[src/rtl/acs_pkg.sv]
// Shared constants, types and alphabet functions of the affine cipher symbol unit.
`timescale 1ns / 1ps

package acs_pkg;

  // Alphabet size and the widths that follow from it.
  localparam int unsigned SYMBOL_COUNT = 67;
  localparam int unsigned IDX_W        = 7;
  localparam int unsigned CHAR_W       = 8;
  localparam int unsigned PROD_W       = 13;

  // Reciprocal of the alphabet size, scaled by 2**RECIP_SHIFT and rounded down.
  // The quotient estimate is then exact or one short for sums below 8192.
  localparam int unsigned RECIP_SHIFT  = 16;
  localparam int unsigned RECIP        = (1 << RECIP_SHIFT) / SYMBOL_COUNT;
  localparam int unsigned RECIP_W      = 10;
  localparam int unsigned QPROD_W      = PROD_W + RECIP_W;

  localparam logic [CHAR_W-1:0] SPACE_CHAR = 8'h20;

  // Configuration register indexes.
  localparam int unsigned CFG_IDX_W = 2;
  localparam logic [CFG_IDX_W-1:0] CFG_MULTIPLIER = 2'd0;
  localparam logic [CFG_IDX_W-1:0] CFG_OFFSET     = 2'd1;
  localparam logic [CFG_IDX_W-1:0] CFG_INVERSE    = 2'd2;
  localparam logic [CFG_IDX_W-1:0] CFG_DECRYPT    = 2'd3;

  typedef struct packed {
    logic [IDX_W-1:0] multiplier;
    logic [IDX_W-1:0] offset;
    logic [IDX_W-1:0] inverse;
    logic             decrypt;
  } key_t;

  typedef struct packed {
    logic             member;
    logic [IDX_W-1:0] idx;
  } sym_lookup_t;

  // Reduces a 7-bit key modulo the alphabet size.
  function automatic logic [IDX_W-1:0] mod_sym(input logic [IDX_W-1:0] x);
    logic [IDX_W-1:0] n;
    n = IDX_W'(SYMBOL_COUNT);
    return (x >= n) ? (x - n) : x;
  endfunction

  // Maps a byte to its alphabet position.
  function automatic sym_lookup_t sym_index(input logic [CHAR_W-1:0] c);
    sym_lookup_t res;
    res.member = 1'b1;
    res.idx    = '0;
    if (c >= 8'h61 && c <= 8'h7A) begin
      res.idx = IDX_W'(c - 8'h61);
    end else if (c >= 8'h41 && c <= 8'h5A) begin
      res.idx = IDX_W'(c - 8'h41 + 8'd26);
    end else if (c >= 8'h31 && c <= 8'h39) begin
      res.idx = IDX_W'(c - 8'h31 + 8'd52);
    end else if (c == 8'h30) begin
      res.idx = 7'd61;
    end else if (c == 8'h2D) begin
      res.idx = 7'd62;
    end else if (c == 8'h2C) begin
      res.idx = 7'd63;
    end else if (c == 8'h2E) begin
      res.idx = 7'd64;
    end else if (c == 8'h28) begin
      res.idx = 7'd65;
    end else if (c == 8'h29) begin
      res.idx = 7'd66;
    end else begin
      res.member = 1'b0;
    end
    return res;
  endfunction

  // Maps an alphabet position back to its byte.
  function automatic logic [CHAR_W-1:0] sym_char(input logic [IDX_W-1:0] i);
    logic [CHAR_W-1:0] w;
    logic [CHAR_W-1:0] c;
    w = CHAR_W'(i);
    if (i < 7'd26) begin
      c = 8'h61 + w;
    end else if (i < 7'd52) begin
      c = 8'h41 + w - 8'd26;
    end else if (i < 7'd61) begin
      c = 8'h31 + w - 8'd52;
    end else if (i == 7'd61) begin
      c = 8'h30;
    end else if (i == 7'd62) begin
      c = 8'h2D;
    end else if (i == 7'd63) begin
      c = 8'h2C;
    end else if (i == 7'd64) begin
      c = 8'h2E;
    end else if (i == 7'd65) begin
      c = 8'h28;
    end else begin
      c = 8'h29;
    end
    return c;
  endfunction

endpackage

[src/rtl/affine_cipher_67_symbol_unit.sv]
// Top level of the affine cipher unit over the 67-symbol alphabet.
`timescale 1ns / 1ps

// Affine cipher unit over a 67-symbol alphabet: a-z, A-Z, 1-9, 0 and - , . ( ).
// The input channel (in_valid, in_stall, in_char_in) takes, unless stalled, one
// character word per cycle. A word is accepted at a rising edge with in_valid
// high and in_stall low. Encryption emits the symbol at (a*i + b) mod 67 and
// decryption the symbol at a_inv*(i - b) mod 67. A space passes through
// unchanged and a byte outside the alphabet is dropped without a result word.
// The result channel (out_valid, out_stall, out_char_out) is a register and
// throughput is one word per cycle unless the receiver stalls. The four stages
// are decode, key multiply, offset add with a reciprocal quotient estimate,
// and remainder correction with symbol lookup. When the receiver stalls a
// valid result, the whole pipeline holds and in_stall is raised in the same
// cycle, so no word is lost or repeated. Keys must be written only while idle
// over cfg_valid/cfg_ready/cfg_index/cfg_data; the unit does not enforce it,
// as cfg_ready is always high. Synchronous reset (rst_n low) empties the
// pipeline and restores multiplier 1, offset 0, inverse 1 and encrypt mode.

module affine_cipher_67_symbol_unit (
  input  logic                          clk,
  input  logic                          rst_n,
  input  logic                          in_valid,
  output logic                          in_stall,
  input  logic [acs_pkg::CHAR_W-1:0]    in_char_in,
  output logic                          out_valid,
  input  logic                          out_stall,
  output logic [acs_pkg::CHAR_W-1:0]    out_char_out,
  input  logic                          cfg_valid,
  output logic                          cfg_ready,
  input  logic [acs_pkg::CFG_IDX_W-1:0] cfg_index,
  input  logic [acs_pkg::IDX_W-1:0]     cfg_data
);
  import acs_pkg::*;

  key_t              keys_r;
  logic              en;
  logic              v1;
  logic              space1;
  logic [IDX_W-1:0]  idx1;
  logic              v3;
  logic              space3;
  logic [PROD_W-1:0] x3;
  logic [IDX_W-1:0]  q3;

  // The pipeline moves whenever the output register is free or being taken.
  assign en        = !(out_valid && out_stall);
  assign in_stall  = !en;
  assign cfg_ready = 1'b1;

  // Configuration registers hold the raw written values; reduction modulo the
  // alphabet size happens in the multiply stage.
  always_ff @(posedge clk) begin
    if (!rst_n) begin
      keys_r.multiplier <= 7'd1;
      keys_r.offset     <= 7'd0;
      keys_r.inverse    <= 7'd1;
      keys_r.decrypt    <= 1'b0;
    end else if (cfg_valid && cfg_ready) begin
      unique case (cfg_index)
        CFG_MULTIPLIER: keys_r.multiplier <= cfg_data;
        CFG_OFFSET:     keys_r.offset     <= cfg_data;
        CFG_INVERSE:    keys_r.inverse    <= cfg_data;
        CFG_DECRYPT:    keys_r.decrypt    <= cfg_data[0];
        default:        keys_r            <= keys_r;
      endcase
    end
  end

  acs_decode u_decode (
    .clk      (clk),
    .rst_n    (rst_n),
    .en       (en),
    .in_valid (in_valid),
    .in_char  (in_char_in),
    .v1_r     (v1),
    .space1_r (space1),
    .idx1_r   (idx1)
  );

  acs_arith u_arith (
    .clk      (clk),
    .rst_n    (rst_n),
    .en       (en),
    .keys     (keys_r),
    .v1       (v1),
    .space1   (space1),
    .idx1     (idx1),
    .v3_r     (v3),
    .space3_r (space3),
    .x3_r     (x3),
    .q3_r     (q3)
  );

  acs_reduce u_reduce (
    .clk         (clk),
    .rst_n       (rst_n),
    .en          (en),
    .v3          (v3),
    .space3      (space3),
    .x3          (x3),
    .q3          (q3),
    .out_valid_r (out_valid),
    .out_char_r  (out_char_out)
  );

endmodule

[src/rtl/acs_decode.sv]
// First pipeline stage: byte to alphabet position, dropping bytes outside the alphabet.
`timescale 1ns / 1ps

module acs_decode (
  input  logic                      clk,
  input  logic                      rst_n,
  input  logic                      en,
  input  logic                      in_valid,
  input  logic [acs_pkg::CHAR_W-1:0] in_char,
  output logic                      v1_r,
  output logic                      space1_r,
  output logic [acs_pkg::IDX_W-1:0] idx1_r
);
  import acs_pkg::*;

  sym_lookup_t look;
  logic        is_space;
  logic        v1_nxt;

  assign look     = sym_index(in_char);
  assign is_space = (in_char == SPACE_CHAR);
  assign v1_nxt   = in_valid && (is_space || look.member);

  always_ff @(posedge clk) begin
    if (!rst_n) begin
      v1_r <= 1'b0;
    end else if (en) begin
      v1_r <= v1_nxt;
    end
  end

  always_ff @(posedge clk) begin
    if (en) begin
      space1_r <= is_space;
      idx1_r   <= look.idx;
    end
  end

  // A live word is either the space or a valid alphabet position.
  a_idx_range: assert property (@(posedge clk) disable iff (!rst_n)
    v1_r |-> (space1_r || idx1_r < IDX_W'(SYMBOL_COUNT)))
    else $error("decoded position outside the alphabet");

endmodule

[src/rtl/acs_arith.sv]
// Second and third pipeline stages: key product, offset add and quotient estimate.
`timescale 1ns / 1ps

module acs_arith (
  input  logic                       clk,
  input  logic                       rst_n,
  input  logic                       en,
  input  acs_pkg::key_t              keys,
  input  logic                       v1,
  input  logic                       space1,
  input  logic [acs_pkg::IDX_W-1:0]  idx1,
  output logic                       v3_r,
  output logic                       space3_r,
  output logic [acs_pkg::PROD_W-1:0] x3_r,
  output logic [acs_pkg::IDX_W-1:0]  q3_r
);
  import acs_pkg::*;

  logic [IDX_W-1:0]   a_mod;
  logic [IDX_W-1:0]   b_mod;
  logic [IDX_W-1:0]   ai_mod;
  logic [CHAR_W-1:0]  diff;
  logic [IDX_W-1:0]   diff_mod;
  logic [IDX_W-1:0]   opnd;
  logic [IDX_W-1:0]   mult;
  logic [PROD_W-1:0]  p2_nxt;
  logic [IDX_W-1:0]   add2_nxt;

  logic               v2_r;
  logic               space2_r;
  logic [PROD_W-1:0]  p2_r;
  logic [IDX_W-1:0]   add2_r;

  logic [PROD_W-1:0]  x3_nxt;
  logic [QPROD_W-1:0] qprod;
  logic [IDX_W-1:0]   q3_nxt;

  assign a_mod  = mod_sym(keys.multiplier);
  assign b_mod  = mod_sym(keys.offset);
  assign ai_mod = mod_sym(keys.inverse);

  // Decryption first brings (i - b) back into the alphabet range.
  assign diff     = CHAR_W'(idx1) + CHAR_W'(SYMBOL_COUNT) - CHAR_W'(b_mod);
  assign diff_mod = (diff >= CHAR_W'(SYMBOL_COUNT)) ?
                    IDX_W'(diff - CHAR_W'(SYMBOL_COUNT)) : IDX_W'(diff);

  assign opnd     = keys.decrypt ? diff_mod : idx1;
  assign mult     = keys.decrypt ? ai_mod : a_mod;
  assign p2_nxt   = PROD_W'(mult) * PROD_W'(opnd);
  assign add2_nxt = keys.decrypt ? '0 : b_mod;

  assign x3_nxt = p2_r + PROD_W'(add2_r);
  assign qprod  = QPROD_W'(x3_nxt) * QPROD_W'(RECIP);
  assign q3_nxt = qprod[QPROD_W-1:RECIP_SHIFT];

  always_ff @(posedge clk) begin
    if (!rst_n) begin
      v2_r <= 1'b0;
      v3_r <= 1'b0;
    end else if (en) begin
      v2_r <= v1;
      v3_r <= v2_r;
    end
  end

  always_ff @(posedge clk) begin
    if (en) begin
      space2_r <= space1;
      p2_r     <= p2_nxt;
      add2_r   <= add2_nxt;
      space3_r <= space2_r;
      x3_r     <= x3_nxt;
      q3_r     <= q3_nxt;
    end
  end

  // Both factors are reduced, so the product never exceeds 66 * 66.
  a_prod_range: assert property (@(posedge clk) disable iff (!rst_n)
    (v2_r && !space2_r) |-> (p2_r <= PROD_W'(4356)))
    else $error("key product exceeds reduced range");

endmodule

[src/rtl/acs_reduce.sv]
// Fourth pipeline stage: remainder correction and alphabet lookup into the output register.
`timescale 1ns / 1ps

module acs_reduce (
  input  logic                       clk,
  input  logic                       rst_n,
  input  logic                       en,
  input  logic                       v3,
  input  logic                       space3,
  input  logic [acs_pkg::PROD_W-1:0] x3,
  input  logic [acs_pkg::IDX_W-1:0]  q3,
  output logic                       out_valid_r,
  output logic [acs_pkg::CHAR_W-1:0] out_char_r
);
  import acs_pkg::*;

  logic [PROD_W-1:0] qm;
  logic [PROD_W-1:0] rem;
  logic [IDX_W-1:0]  r;
  logic [CHAR_W-1:0] out_char_nxt;

  assign qm  = PROD_W'(q3) * PROD_W'(SYMBOL_COUNT);
  assign rem = x3 - qm;
  // The quotient estimate is at most one short, so one subtraction finishes.
  assign r   = (rem >= PROD_W'(SYMBOL_COUNT)) ?
               IDX_W'(rem - PROD_W'(SYMBOL_COUNT)) : IDX_W'(rem);
  assign out_char_nxt = space3 ? SPACE_CHAR : sym_char(r);

  always_ff @(posedge clk) begin
    if (!rst_n) begin
      out_valid_r <= 1'b0;
    end else if (en) begin
      out_valid_r <= v3;
    end
  end

  always_ff @(posedge clk) begin
    if (en) begin
      out_char_r <= out_char_nxt;
    end
  end

  a_rem_bound: assert property (@(posedge clk) disable iff (!rst_n)
    (v3 && !space3) |-> (rem < PROD_W'(2 * SYMBOL_COUNT)))
    else $error("quotient estimate off by more than one");

  a_space_pass: assert property (@(posedge clk) disable iff (!rst_n)
    (en && v3 && space3) |=> (out_valid_r && out_char_r == SPACE_CHAR))
    else $error("space word was not passed through");

endmodule
[config.mk]
export PLATFORM = sky130hd
export DESIGN_NAME = affine_cipher_67_symbol_unit
export DESIGN_NICKNAME = d
export VERILOG_FILES = /design/src/rtl/acs_pkg.sv /design/src/rtl/affine_cipher_67_symbol_unit.sv /design/src/rtl/acs_decode.sv /design/src/rtl/acs_arith.sv /design/src/rtl/acs_reduce.sv
export SDC_FILE = /design/constraint.sdc
export NUM_CORES = 1
export LEC_CHECK = 0
export ABC_AREA = 1
export BUFFER_PORTS_ARGS = -buffer_cell sky130_fd_sc_hd__buf_2
export CORE_ASPECT_RATIO = 0.7
export CORE_UTILIZATION = 45
export CTS_BUF_LIST = sky130_fd_sc_hd__clkbuf_8
export CTS_CLUSTER_DIAMETER = 150
export CTS_CLUSTER_SIZE = 20
export DETAILED_ROUTE_END_ITERATION = 6
export GPL_TIMING_DRIVEN = 0
export PLACE_DENSITY = 0.71
export REMOVE_ABC_BUFFERS = 1
export SYNTH_ARGS = -nofsm -noshare
export SYNTH_HDL_FRONTEND = slang
export SYNTH_SLANG_ARGS = --single-unit
[constraint.sdc]
create_clock -name clk -period 12.38 [get_ports clk]
set_input_delay 2.476 -clock clk [delete_from_list [all_inputs] [get_ports clk]]
set_output_delay 2.476 -clock clk [all_outputs]
set_load 0.005 [all_outputs]
==> metrics.csv <==
metric;value;unit
clock sinks;84;
initial core utilization;46.51;%
routed length per instance;12.82;microns
H-tree depth;3;
CP Max Fanout;6;
first-pass GRT wire length;35.82;mm
DRT iter0 DRCs;576;
Ant. Diodes;0;
# hold bufs at CTS;0;
fin crit share;68.63;%
Die Wd;182.1;microns
RSZ-0062 raised after global routing;false;
cell count along the critical path;42;
Buf/Inv on CP;8;
grt total ovfl;0;
fin cells;1599;
Post-CTS Setup Bufs;0;
relative slew slack;41.68;%
Root Buffer;clkbuf_8;
Distinct cells, synth;52;
r2r setup slk;3.88;ns
setup TNS;0;ns
# Max-Cap Violations;0;
Seq. cell area;2262;sq um
core area;21960;sq um
die area;23310;sq um
vias per cell;5.126;
Synth warnings;0;
CP Data Arrival Time;8.63;ns
Syn Inst Count;1281;
Final #Nets;1560;
Worst Setup End Kind;flip-flop;
Layout area overhead;6.800;%
Critical Path RT;12.51;ns
fin. max-slew vios;0;
RePlAce Congestion;0.9103;
CP dominant cell by count;inv_1;
worst r2r dst;u_arith.p2_r[12]$_DFFE_PN_;
DIE HEIGHT;128.0;microns
Clk Latency, worst-skew pair;0.38;ns
sequential element share of the synthesized area;22.15;%
antenna violations before repair;0;
Rows;45;
Fmax achieved;0.1177;GHz
wirelength, routed;20.49;mm
GRT Overall Usage;18.76;%
clock slew at reported path FFs;0.09;ns
FILL cells;2117;
status;finished, final reports clean;
Syn Std Cell Area;10210;sq um
fin crit period;8.497;ns
largest area contributor in the netlist;ha_1;
footprint of the multi-input gates;6924;sq um
share of post-route cells with drive strength above 1;5.619;%
Port-buffer cells;31;
Least-Margin Pin Slew;0.8736;ns
largest net degree at the start of global routing;42;
HP Class;flip-flop to flip-flop;
end of the critical path;u_arith.p2_r[12]$_DFFE_PN_;
clock buffer depth;2;
area share of the largest cell type after synthesis;18.75;%
final hold vios;0;
Initial DRT Pass Iterations;5;
Post-synth ARST share;0;%
post-synthesis register bit count;84;
TritonCTS Buffers;9;
Clock Skews;0.01369;ns
Worst path slowest cell;fa_1;
CP Class;flip-flop to flip-flop;
r2r worst-path depth;42;
via count;8196;
Synth Flop Type;edfxtp_1;
crit-path leading delay family;adder cells;
total I/O pin count;33;
Cell Count Post-Placement;1583;
r2r startpoint;keys_r[8]$_SDFFE_PN0P_;
Post-synth EDFFs;58;
antenna viol nets, final;0;
CTS tree;built;
CP peak stage delay;0.55;ns
startpoint type of the worst setup path;flip-flop;
CTS-repair resized insts;0;
syn_area_per_cell;7.972;sq um
ranking of synthesized cells by area;ha_1 (19%), edfxtp_1 (17%), fa_1 (14%);
vias in the first global route;7679;
crit path from;keys_r[8]$_SDFFE_PN0P_;
drc violations;0;
Final setup viols;0;
DP Wirelength;17.06;mm
how the worst min path moves through the flow:
stage / startpoint / end / slack [ns] / cells after the start
5_1_grt: u_arith.space2_r$_DFFE_PN_ / u_arith.space3_r$_DFFE_PN_ / 0.46 / 0
6_report: u_arith.space2_r$_DFFE_PN_ / u_arith.space3_r$_DFFE_PN_ / 0.44 / 0
4_1_cts: u_arith.space2_r$_DFFE_PN_ / u_arith.space3_r$_DFFE_PN_ / 0.44 / 0
3_5_place_dp: u_arith.space2_r$_DFFE_PN_ / u_arith.space3_r$_DFFE_PN_ / 0.42 / 0
2_1_floorplan: u_decode.space1_r$_DFFE_PN_ / u_arith.space2_r$_DFFE_PN_ / 0.40 / 0
3_3_place_gp: u_arith.space2_r$_DFFE_PN_ / u_arith.space3_r$_DFFE_PN_ / 0.40 / 0
synth_stat cells (all sizes together), types with 2 or more instances:
library cell / n
nand3: 61
xor2: 43
nor3: 15
ha: 153
o21ai: 62
xnor2: 23
clkinv: 3
o21a: 2
and2: 2
o211ai: 2
conb: 2
o2111ai: 4
inv: 257
nor2: 128
o22ai: 3
clkbuf: 10
o31ai: 2
nand3b: 4
nor4: 2
or2: 3
a21oi: 75
fa: 73
nand2: 227
nand4: 20
dfxtp: 26
buf: 2
o21bai: 5
a31oi: 3
edfxtp: 58
layer usage:
layer	GRT usage [%]	wire (microns)	share of wire, %	vias up
met5	0	0	0	-
met4	3.312	157	0.77	0
met3	3.295	1131	5.5	12
met2	29.03	8714	43	184
met1	27.62	10490	51	3815
li1	-	-	-	4185
registers in the layout (all words and copies together), names as in the netlist:
| register | flops |
|---|---|
| keys_r | 22 |
| u_arith.add2_r | 7 |
| u_arith.p2_r | 13 |
| u_arith.q3_r | 7 |
| u_arith.space2_r | 1 |
| u_arith.space3_r | 1 |
| u_arith.v2_r | 1 |
| u_arith.v3_r | 1 |
| u_arith.x3_r | 13 |
| u_decode.idx1_r | 7 |
| u_decode.space1_r | 1 |
| u_decode.v1_r | 1 |
| u_reduce.out_char_r | 8 |
| u_reduce.out_valid_r | 1 |
cells by family after synthesis:
kind of cell,Yosys count,share of synthesized area (%)
other cells,2,0.07354
fa+ha+maj,226,33.06
buf+inv,272,10.07
simple gates,463,19.71
compound gates,167,9.103
xor+xnor,66,5.734
flops,84,22.15
mux,1,0.09802
per-stage QoR:
step | hold slack (ns) | util, % | cell area (sq um) | setup WS (ns)
after global placement | 0.4049 | 48.58 | 10670 | 4.127
after floorplan | 0.4003 | - | 10160 | 4.848
after global routing | 0.4563 | 49.67 | 10910 | 3.171
final | 0.4373 | 49.67 | 10910 | 3.883
after CTS | 0.4363 | 49.67 | 10910 | 3.880
after detailed placement | 0.4153 | 48.68 | 10690 | 3.893
cell usage in the layout, fill, tap and decap left out, types with 3 or more instances in the layout:
cell type,n
nand2_1,216
nand3b_1,4
a21oi_1,72
o21ai_1,4
dfxtp_1,26
nand4_1,20
nor3_1,15
fa_1,73
clkinv_1,3
clkbuf_8,10
o2111ai_1,4
buf_2,31
ha_1,153
xor2_1,43
a21oi_2,3
nand3_1,57
edfxtp_1,58
o22ai_1,3
nor2_1,123
nand2_2,10
o21ai_0,58
a31oi_1,3
nand3_2,3
xnor2_1,22
inv_1,257
o21bai_1,5
area by class of cell:
class                           count  area share (%)
Clock buffer                       10           1.262
Clock inverter                      6          0.7227
Inverter                          260           8.948
Multi-Input combinational cell    925           63.49
Sequential cell                    84           20.74
Tap cell                          282           3.235
Timing Repair Buffer               32           1.606
Power is not shown: default switching activity piles up to over one toggle a cycle in this logic, so the estimate is an artifact.
